**src/design/m3au_pkg.sv**
```systemverilog
// ----------------------------------------------------------------------------
// Matrix arithmetic unit package
// Operation codes and sequencer states shared by the matrix arithmetic unit.
// ----------------------------------------------------------------------------
package m3au_pkg;

  typedef enum logic [2:0] {
    OP_LOAD_A = 3'd0,
    OP_LOAD_B = 3'd1,
    OP_MUL    = 3'd2,
    OP_SUB    = 3'd3,
    OP_ADD    = 3'd4,
    OP_MUL_T  = 3'd5
  } op_e;

  typedef enum logic {
    ST_IDLE = 1'b0,
    ST_RUN  = 1'b1
  } state_e;

  localparam int unsigned DataWidth = 32;

endpackage

```
**src/design/matrix_3x3_arith_unit_core.sv**
```systemverilog
// ----------------------------------------------------------------------------
// Matrix arithmetic unit core
// A load item gives no result. A command streams MATRIX_DIM*MATRIX_DIM result
// items, one strobe each. Products accumulate the MATRIX_DIM terms of each
// element one after another, as each matrix memory has a single read port;
// add and subtract compute each element from one read of each matrix.
// Reset clears both matrices at once through per-entry valid bits.
// The receiver cannot stall; busy_o falls in the cycle that carries the last
// result.
// ----------------------------------------------------------------------------
module matrix_3x3_arith_unit_core
  import m3au_pkg::*;
#(
  parameter int unsigned MATRIX_DIM = 3
) (
  input  logic                        clk_i,
  input  logic                        rst_ni,
  input  logic                        start_i,
  output logic                        busy_o,
  input  logic [2:0]                  operation_i,
  input  logic [1:0]                  row_index_i,
  input  logic [1:0]                  col_index_i,
  input  logic signed [DataWidth-1:0] load_value_i,
  output logic                        result_valid_o,
  output logic [1:0]                  out_row_o,
  output logic [1:0]                  out_col_o,
  output logic signed [DataWidth-1:0] out_value_o,
  output logic                        last_element_o
);

  localparam int unsigned Cells = MATRIX_DIM * MATRIX_DIM;
  localparam int unsigned AW    = $clog2(Cells);
  localparam int unsigned DW    = $clog2(MATRIX_DIM);
  localparam logic [DW-1:0] DimLast = DW'(MATRIX_DIM - 1);

  // Matrix storage and per-entry valid bits.
  logic [DataWidth-1:0] mem_a [Cells];
  logic [DataWidth-1:0] mem_b [Cells];
  logic [Cells-1:0]     a_vld_q, b_vld_q;

  state_e        state_q, state_d;
  op_e           op_q, op_d, op_in;
  logic [DW-1:0] r_q, r_d, c_q, c_d, k_q, k_d;

  logic          accept, issue, is_prod, k_end, cmd_ok, load_ok;
  logic [AW-1:0] a_addr, b_addr, ld_addr;
  logic [DW-1:0] i_idx, j_idx;

  // Read stage registers.
  logic                 s1_vld_q, s1_first_q, s1_lastk_q, s1_lastel_q;
  logic                 s1_mul_q, s1_sub_q;
  logic [DW-1:0]        s1_r_q, s1_c_q;
  logic [DataWidth-1:0] a_rd_q, b_rd_q;
  logic                 a_hit_q, b_hit_q;
  logic [DataWidth-1:0] a_op, b_op, term_d;

  // Term stage registers.
  logic                 s2_vld_q, s2_first_q, s2_lastk_q, s2_lastel_q;
  logic [DW-1:0]        s2_r_q, s2_c_q;
  logic [DataWidth-1:0] term_q, acc_q, acc_d;

  assign op_in   = op_e'(operation_i);
  assign accept  = start_i && !busy_o;
  assign busy_o  = (state_q == ST_RUN) || s1_vld_q || s2_vld_q;
  assign load_ok = (32'(row_index_i) < MATRIX_DIM) && (32'(col_index_i) < MATRIX_DIM);
  assign ld_addr = AW'(32'(row_index_i) * MATRIX_DIM + 32'(col_index_i));

  always_comb begin
    case (op_in)
      OP_MUL, OP_SUB, OP_ADD, OP_MUL_T: cmd_ok = 1'b1;
      default:                          cmd_ok = 1'b0;
    endcase
  end

  // Element addressing: the transposed product swaps row and column.
  assign is_prod = (op_q == OP_MUL) || (op_q == OP_MUL_T);
  assign i_idx   = (op_q == OP_MUL_T) ? c_q : r_q;
  assign j_idx   = (op_q == OP_MUL_T) ? r_q : c_q;
  assign k_end   = !is_prod || (k_q == DimLast);
  assign issue   = (state_q == ST_RUN);

  always_comb begin
    if (is_prod) begin
      a_addr = AW'(32'(i_idx) * MATRIX_DIM + 32'(k_q));
      b_addr = AW'(32'(k_q) * MATRIX_DIM + 32'(j_idx));
    end else begin
      a_addr = AW'(32'(r_q) * MATRIX_DIM + 32'(c_q));
      b_addr = a_addr;
    end
  end

  // Sequencer: walks rows, columns and the inner product index.
  always_comb begin
    state_d = state_q;
    op_d    = op_q;
    r_d     = r_q;
    c_d     = c_q;
    k_d     = k_q;
    case (state_q)
      ST_IDLE: begin
        if (accept && cmd_ok) begin
          state_d = ST_RUN;
          op_d    = op_in;
          r_d     = '0;
          c_d     = '0;
          k_d     = '0;
        end
      end
      ST_RUN: begin
        if (!k_end) begin
          k_d = k_q + 1'b1;
        end else begin
          k_d = '0;
          if (c_q != DimLast) begin
            c_d = c_q + 1'b1;
          end else begin
            c_d = '0;
            if (r_q != DimLast) begin
              r_d = r_q + 1'b1;
            end else begin
              state_d = ST_IDLE;
            end
          end
        end
      end
      default: state_d = ST_IDLE;
    endcase
  end

  always_ff @(posedge clk_i or negedge rst_ni) begin
    if (!rst_ni) begin
      state_q <= ST_IDLE;
      op_q    <= OP_MUL;
      r_q     <= '0;
      c_q     <= '0;
      k_q     <= '0;
    end else begin
      state_q <= state_d;
      op_q    <= op_d;
      r_q     <= r_d;
      c_q     <= c_d;
      k_q     <= k_d;
    end
  end

  // Memory write on load items, registered read during commands.
  always_ff @(posedge clk_i) begin
    if (accept && load_ok && (op_in == OP_LOAD_A)) begin
      mem_a[ld_addr] <= load_value_i;
    end
    if (accept && load_ok && (op_in == OP_LOAD_B)) begin
      mem_b[ld_addr] <= load_value_i;
    end
    a_rd_q <= mem_a[a_addr];
    b_rd_q <= mem_b[b_addr];
  end

  always_ff @(posedge clk_i or negedge rst_ni) begin
    if (!rst_ni) begin
      a_vld_q <= '0;
      b_vld_q <= '0;
      a_hit_q <= 1'b0;
      b_hit_q <= 1'b0;
    end else begin
      if (accept && load_ok && (op_in == OP_LOAD_A)) begin
        a_vld_q[ld_addr] <= 1'b1;
      end
      if (accept && load_ok && (op_in == OP_LOAD_B)) begin
        b_vld_q[ld_addr] <= 1'b1;
      end
      a_hit_q <= a_vld_q[a_addr];
      b_hit_q <= b_vld_q[b_addr];
    end
  end

  always_ff @(posedge clk_i or negedge rst_ni) begin
    if (!rst_ni) begin
      s1_vld_q <= 1'b0;
    end else begin
      s1_vld_q <= issue;
    end
  end

  always_ff @(posedge clk_i) begin
    s1_first_q  <= (k_q == '0);
    s1_lastk_q  <= k_end;
    s1_lastel_q <= (r_q == DimLast) && (c_q == DimLast);
    s1_mul_q    <= is_prod;
    s1_sub_q    <= (op_q == OP_SUB);
    s1_r_q      <= r_q;
    s1_c_q      <= c_q;
  end

  // An entry never loaded since reset reads as zero.
  assign a_op = a_hit_q ? a_rd_q : '0;
  assign b_op = b_hit_q ? b_rd_q : '0;

  always_comb begin
    if (s1_mul_q) begin
      term_d = a_op * b_op;
    end else if (s1_sub_q) begin
      term_d = a_op - b_op;
    end else begin
      term_d = a_op + b_op;
    end
  end

  always_ff @(posedge clk_i or negedge rst_ni) begin
    if (!rst_ni) begin
      s2_vld_q <= 1'b0;
    end else begin
      s2_vld_q <= s1_vld_q;
    end
  end

  always_ff @(posedge clk_i) begin
    term_q      <= term_d;
    s2_first_q  <= s1_first_q;
    s2_lastk_q  <= s1_lastk_q;
    s2_lastel_q <= s1_lastel_q;
    s2_r_q      <= s1_r_q;
    s2_c_q      <= s1_c_q;
  end

  // Accumulate the inner product; emit when the last term arrives.
  assign acc_d = (s2_first_q ? '0 : acc_q) + term_q;

  always_ff @(posedge clk_i) begin
    if (s2_vld_q) begin
      acc_q <= acc_d;
    end
    if (s2_vld_q && s2_lastk_q) begin
      out_row_o      <= 2'(s2_r_q);
      out_col_o      <= 2'(s2_c_q);
      out_value_o    <= acc_d;
      last_element_o <= s2_lastel_q;
    end
  end

  always_ff @(posedge clk_i or negedge rst_ni) begin
    if (!rst_ni) begin
      result_valid_o <= 1'b0;
    end else begin
      result_valid_o <= s2_vld_q && s2_lastk_q;
    end
  end

endmodule

```
**config.mk**
```make
export PLATFORM = sky130hd
export DESIGN_NAME = matrix_3x3_arith_unit_core
export DESIGN_NICKNAME = d
export VERILOG_FILES = /design/src/design/m3au_pkg.sv /design/src/design/matrix_3x3_arith_unit_core.sv
export SDC_FILE = /design/constraint.sdc
export NUM_CORES = 2
export LEC_CHECK = 0
export BUFFER_PORTS_ARGS = -buffer_cell sky130_fd_sc_hd__buf_2
export CORE_MARGIN = 3
export CORE_UTILIZATION = 55
export CTS_CLUSTER_DIAMETER = 80
export DETAILED_ROUTE_END_ITERATION = 7
export PLACE_DENSITY_LB_ADDON = 0.25
export SYNTH_ARGS = -nofsm -noshare
export SYNTH_HDL_FRONTEND = slang
export SYNTH_SLANG_ARGS = --single-unit
export TNS_END_PERCENT = 100
```
**constraint.sdc**
```tcl
create_clock -name clk_i -period 18.3 [get_ports clk_i]
set_input_delay 1.83 -clock clk_i [delete_from_list [all_inputs] [get_ports clk_i]]
set_output_delay 1.83 -clock clk_i [all_outputs]
set_load 0.005 [all_outputs]
```
; After elaboration in Yosys (flattened, before gate mapping)
; Memory sizes are Yosys's and may differ from the RTL's. A register that Yosys moved wholly into a read port is not among the register bits.
; Cells that the tools add are included.
[classes]
bitwise_logic = 3
order_cmp = 6
multipliers = 5
n_eq_ne = 17
add_sub_neg = 10
reduce_logical = 21
n_mux = 35
[op_table]
columns = cell, count
row1 = $mux W32, 5
row2 = $add A32 B32 Y32, 2
row3 = $mul A32 B32 Y32, 1
row4 = $sub A32 B32 Y32, 1
row5 = $mux W2, 9
row6 = $or A9 B9 Y9, 2
row7 = $add A4 B2 Y4, 4
row8 = $mul A2 B2 Y4 const B, 4
row9 = $lt A4 B5 Y1 const B, 3
row10 = $eq A3 B2 Y1 const B, 4
row11 = $mux W1, 12
row12 = $pmux W2 S2, 3
row13 = $eq A3 B3 Y1 const B, 3
row14 = $logic_and A1 B1 Y1, 9
row15 = $bmux W1 S4, 2
row16 = $mux W4, 2
row17 = $ne A2 B2 Y1 const B, 4
row18 = $add A2 B1 Y2 const B, 3
row19 = $eq A2 B2 Y1 const B, 3
row20 = $demux W1 S4, 1
row21 = $ge A4 B1 Y1 const B, 1
row22 = $logic_or A1 B1 Y1, 4
row23 = $lt A2 B2 Y1 const B, 2
row24 = $ne A2 B1 Y1 const B, 2
row25 = 9 further kinds, 11
[totals]
in_bits = 42
elab_cells = 129
output_inout_bits = 39
regBits = 150
memories = 2
ramBits = 576
[mem_list]
columns = memory, depth, width, rd, rd_ports_with_merged_regs, wr, line_no
row1 = mem_a, 9, 32, 1, 1, 1, matrix_3x3_arith_unit_core.sv:37  ; logic [DataWidth-1:0] mem_a [Cells];
row2 = mem_b, 9, 32, 1, 1, 1, matrix_3x3_arith_unit_core.sv:38  ; logic [DataWidth-1:0] mem_b [Cells];

; Longest topological paths before layout
[depth]
depth_word = 8
depth_mapped = 31
depth_no_buf = 26

; Worst setup path before layout
; Ideal clock, no wire load.
[synth_path]
kind = register to register
start = register b_hit_q
end = register term_q[29]
path_slack_ps = 10429
setup_time_ps = 137
synth_period_minus_slack_ps = 7871
stages_incl_launch_ff = 31
n_path_buf = 6
arrival_time_ps = 7734
t_required_ps = 18163
cell_sequence = dfrtp_1 buf_2 buf_2 buf_2 clkbuf_1 clkbuf_1 nand2_1 clkbuf_1 nor2_1 fa_1 fa_1 fa_1 inv_1 fa_1 inv_1 fa_1 inv_1 fa_1 inv_1 fa_1 fa_1 ha_1 a21oi_1 o21ai_0 a21oi_1 o21ai_0 a31oi_1 o21ai_1 a21o_1 a2111oi_0 a211oi_1
[synth_via]
elab_chain_cells = 4
word_cells_on_any_way = 6
classes_between = add/sub (2) / mul (1) / mux (3)
[synth_lines]
columns = element, line_no
row1 = start: declaration, matrix_3x3_arith_unit_core.sv:54  ; logic a_hit_q, b_hit_q;
row2 = start signal: assignment, matrix_3x3_arith_unit_core.sv:172  ; b_hit_q <= b_vld_q[b_addr];
row3 = $mux W32 (*), matrix_3x3_arith_unit_core.sv:196  ; assign b_op = b_hit_q ? b_rd_q : '0;
row4 = branches (longest 2 deep; another with $mul A32 B32 Y32), --
row5 = $mux W32 (*), matrix_3x3_arith_unit_core.sv:199  ; if (s1_mul_q) begin
row6 = named net term_d[29], matrix_3x3_arith_unit_core.sv:55  ; logic [DataWidth-1:0] a_op, b_op, term_d;
row7 = end signal: assignment, matrix_3x3_arith_unit_core.sv:217  ; term_q <= term_d;
row8 = end: declaration, matrix_3x3_arith_unit_core.sv:60  ; logic [DataWidth-1:0] term_q, acc_q, acc_d;
; Mark *: on every way through the listed nets, which the timed path passes.
; A chain may end at the register's enable or synchronous reset.

; Worst setup path after layout
; Same ends and word-level chain as after synthesis.

==> results.cfg <==
[sta]
slew_headroom_pct = 9.00
finalCriticalPeriod_ns = 8.66
hold_viol_final = 0
drv_slew = 0
skew_ns = 0.0266
rsz0062_at_grt = no
setup_viol = 0
final.period_utilization_pct = 47.3
hold-worst-slack_ns = 0.325
fin_setup_tns_ns = 0
max_freq_mhz = 115
worst_pin_slew_ns = 1.36

[worst_setup_path]
path_max_fanout = 78
cp.arrival_ns = 9.18
crit_type = register to register
cp_common_cell = fa_1
critical-path-max-stage-delay_ns = 0.75
crit_path_end_kind = register
crit_chain = buf_4 > nand2_1 > nor2_1 > fa_1 > fa_1 > inv_1 > fa_1 > inv_1 > fa_1 > fa_1 > fa_1 > fa_1 > fa_1 > ha_1 > inv_1 > o21bai_1 > a21oi_1 > o21ai_0 > a31oi_1 > o21ai_1 > a21o_1 > a2111oi_0 > a211oi_1
start_kind = register
r2r_slack_ns = 9.64
required_ns = 18.81
crit_slowest_cell = nand2_1

[clock_tree]
numCtsBuffers = 81
cts_resized = 0
clock_sinks = 790
cts_root_buffer = clkbuf_16
clkTransAtPathRegs_ns = 0.06
cts_tree = yes
cts_hold_buf = 0
cts_setup_buffers = 0
clk_latency_ns = 0.66
htreeDepth = 3
clockBufferDepth = 3

[floorplanning]
num_io_pins = 81
die_w_um = 301
row_count = 107
die_y_um = 301
core-area_mm2 = 0.0857
start_util_pct = 55.8
dieArea_mm2 = 0.0905

[status]
outcome = completed

[logic_synthesis]
syn_area_per_cell_um2 = 12.6
syn_nets = 4437
yosysUniqueCellTypes = 88
synth_edf_count = 645
yosys_warnings = 0
synth_seq_area_share_pct = 47.0
async_reset_ff_share_pct = 4.18
synth_cells = 3778
ys_ff_latch = 790
synth_ff_type = edfxtp_1
syn-cell-area_mm2 = 0.0478

[placement]
gp_congestion = 1.01
port_buffers = 80
hpwl_um = 82900
dpl-instance-area_mm2 = 0.0496

[power_and_ir_drop]
powerDensity_mw_per_mm2 = 171
p_leak_nw = 20.6
vdd_drop_max_v = 0.000151
power_mw = 8.91

[layout]
final_util_pct = 61.0
multi_input_area_mm2 = 0.0232
n_antenna_cell = 0
seq_area_mm2 = 0.0224
layout_common_cells = 645 x edfxtp_1, 431 x inv_1, 418 x fa_1
n_fill_cell = 6626
drive_gt1_share_pct = 12.1
fin_nets = 4508
syn_to_final_growth_pct = 9.35
layout_commonest_cell = edfxtp_1
design_area_mm2 = 0.0523

[route]
vias = 29903
drt-pass1-iter-count = 8
wl_met1_um = 47400
via_per_inst = 5.91
drt_iter0_drc = 2705
ant_nets = 0
drc_errors = 0
routed_wl_um = 122000
post_drt_wl_per_cell_um = 24.0
wl_met3_um = 10400
wl_met2_um = 58000
topRoutingLayerUsed = met5

[global_route]
first_global_vias = 30783
overflow = 0
grt_pass1_wl_um = 187000
antenna_found_initial = 3
grtUsageTotal_pct = 27.6
grt_max_degree = 79

[run]
drv_cap = 0

[hold_path]
holdCritPathClass = register to register
==> logic make-up (layout without fill, tap and decap cells) <==
| family | Yosys count | after routing | share of synthesized area (%) |
|---|---|---|---|
| xor+xnor | 143 | 143 | 2.82 |
| flops | 790 | 790 | 47.0 |
| simple gates | 1026 | 1026 | 9.43 |
| buf+inv | 600 | 737 | 4.90 |
| fa+ha+maj | 617 | 617 | 22.7 |
| mux | 214 | 214 | 7.95 |
| compound gates | 388 | 388 | 5.21 |
==> synthesized netlist by cell type, drive strengths merged (70+ instances only) <==
cell type  instances  area share [%]
mux2i             77             1.6
a21oi            114             1.2
inv              431             3.4
nand2            314             2.5
ha               199             5.2
nand3             70            0.74
xnor2             96             1.8
o21ai            106             1.1
nor2             429             3.4
mux4             132             6.2
clkbuf           101            0.80
dfxtp            112             4.7
edfxtp           645              41
fa               418              18
==> through the flow <==
step	std cells	worst slack, ns
CTS	5059	9.84
global route	5059	9.39
floorplan	3778	10.43
finish	5059	9.64
global placement	4910	9.99
detailed placement	4910	9.86
==> final cells by class <==
| class | instances | share of cell area (%) |
|---|---|---|
| Clock buffer | 107 | 4.16 |
| Timing Repair Buffer | 138 | 1.60 |
| Sequential cell | 790 | 42.9 |
| Clock inverter | 42 | 0.876 |
| Multi-Input combinational cell | 2388 | 44.4 |
| Inverter | 450 | 3.23 |
| Tap cell | 1144 | 2.74 |
==> registers in the layout (all words and copies together), names as in the netlist, 3 cells and up <==
name / count
a_rd_q: 32
a_vld_q: 9
acc_q: 32
b_rd_q: 32
b_vld_q: 9
mem_a: 288
mem_b: 288
op_q: 3
out_value_o: 32
term_q: 32
==> worst paths after layout <==
| check | startpoint | endpoint | cells after the start |
|---|---|---|---|
| min in group asynchronous | rst_ni | a_vld_q[7] | 1 |
| setup reg to reg | b_hit_q | term_q[29] | 23 |
| setup / recovery | b_hit_q | term_q[29] | 23 |
| hold / removal | s1_first_q | s2_first_q | 0 |
| max in group asynchronous | rst_ni | b_hit_q | 1 |
| hold reg to reg | s1_first_q | s2_first_q | 0 |
==> critical path, delay by kind of cell, from the launching register on <==
| kind | cells | cell delay (ns) |
|---|---|---|
| fa+ha+maj | 9 | 4.10 |
| compound gates | 8 | 1.68 |
| simple gates | 2 | 1.10 |
| buf+inv | 4 | 0.90 |
| flops | 1 | 0.65 |
==> layer usage <==
metal / global-route usage (%) / vias up
met2: 44.3 / 1379
met4: 11.6 / 4
met3: 5.77 / 340
met1: 37.0 / 15105
met5: 0 / -
li1: - / 13075
==> power by group <==
part           total (mW)  internal, mW  leakage, nW  switching, mW
Sequential           2.47          2.29         7.23          0.184
Combinational        4.82          2.06         12.1           2.76
Clock                1.62         0.910         1.26          0.708
No activity file was read; power rests on OpenSTA's default activity.
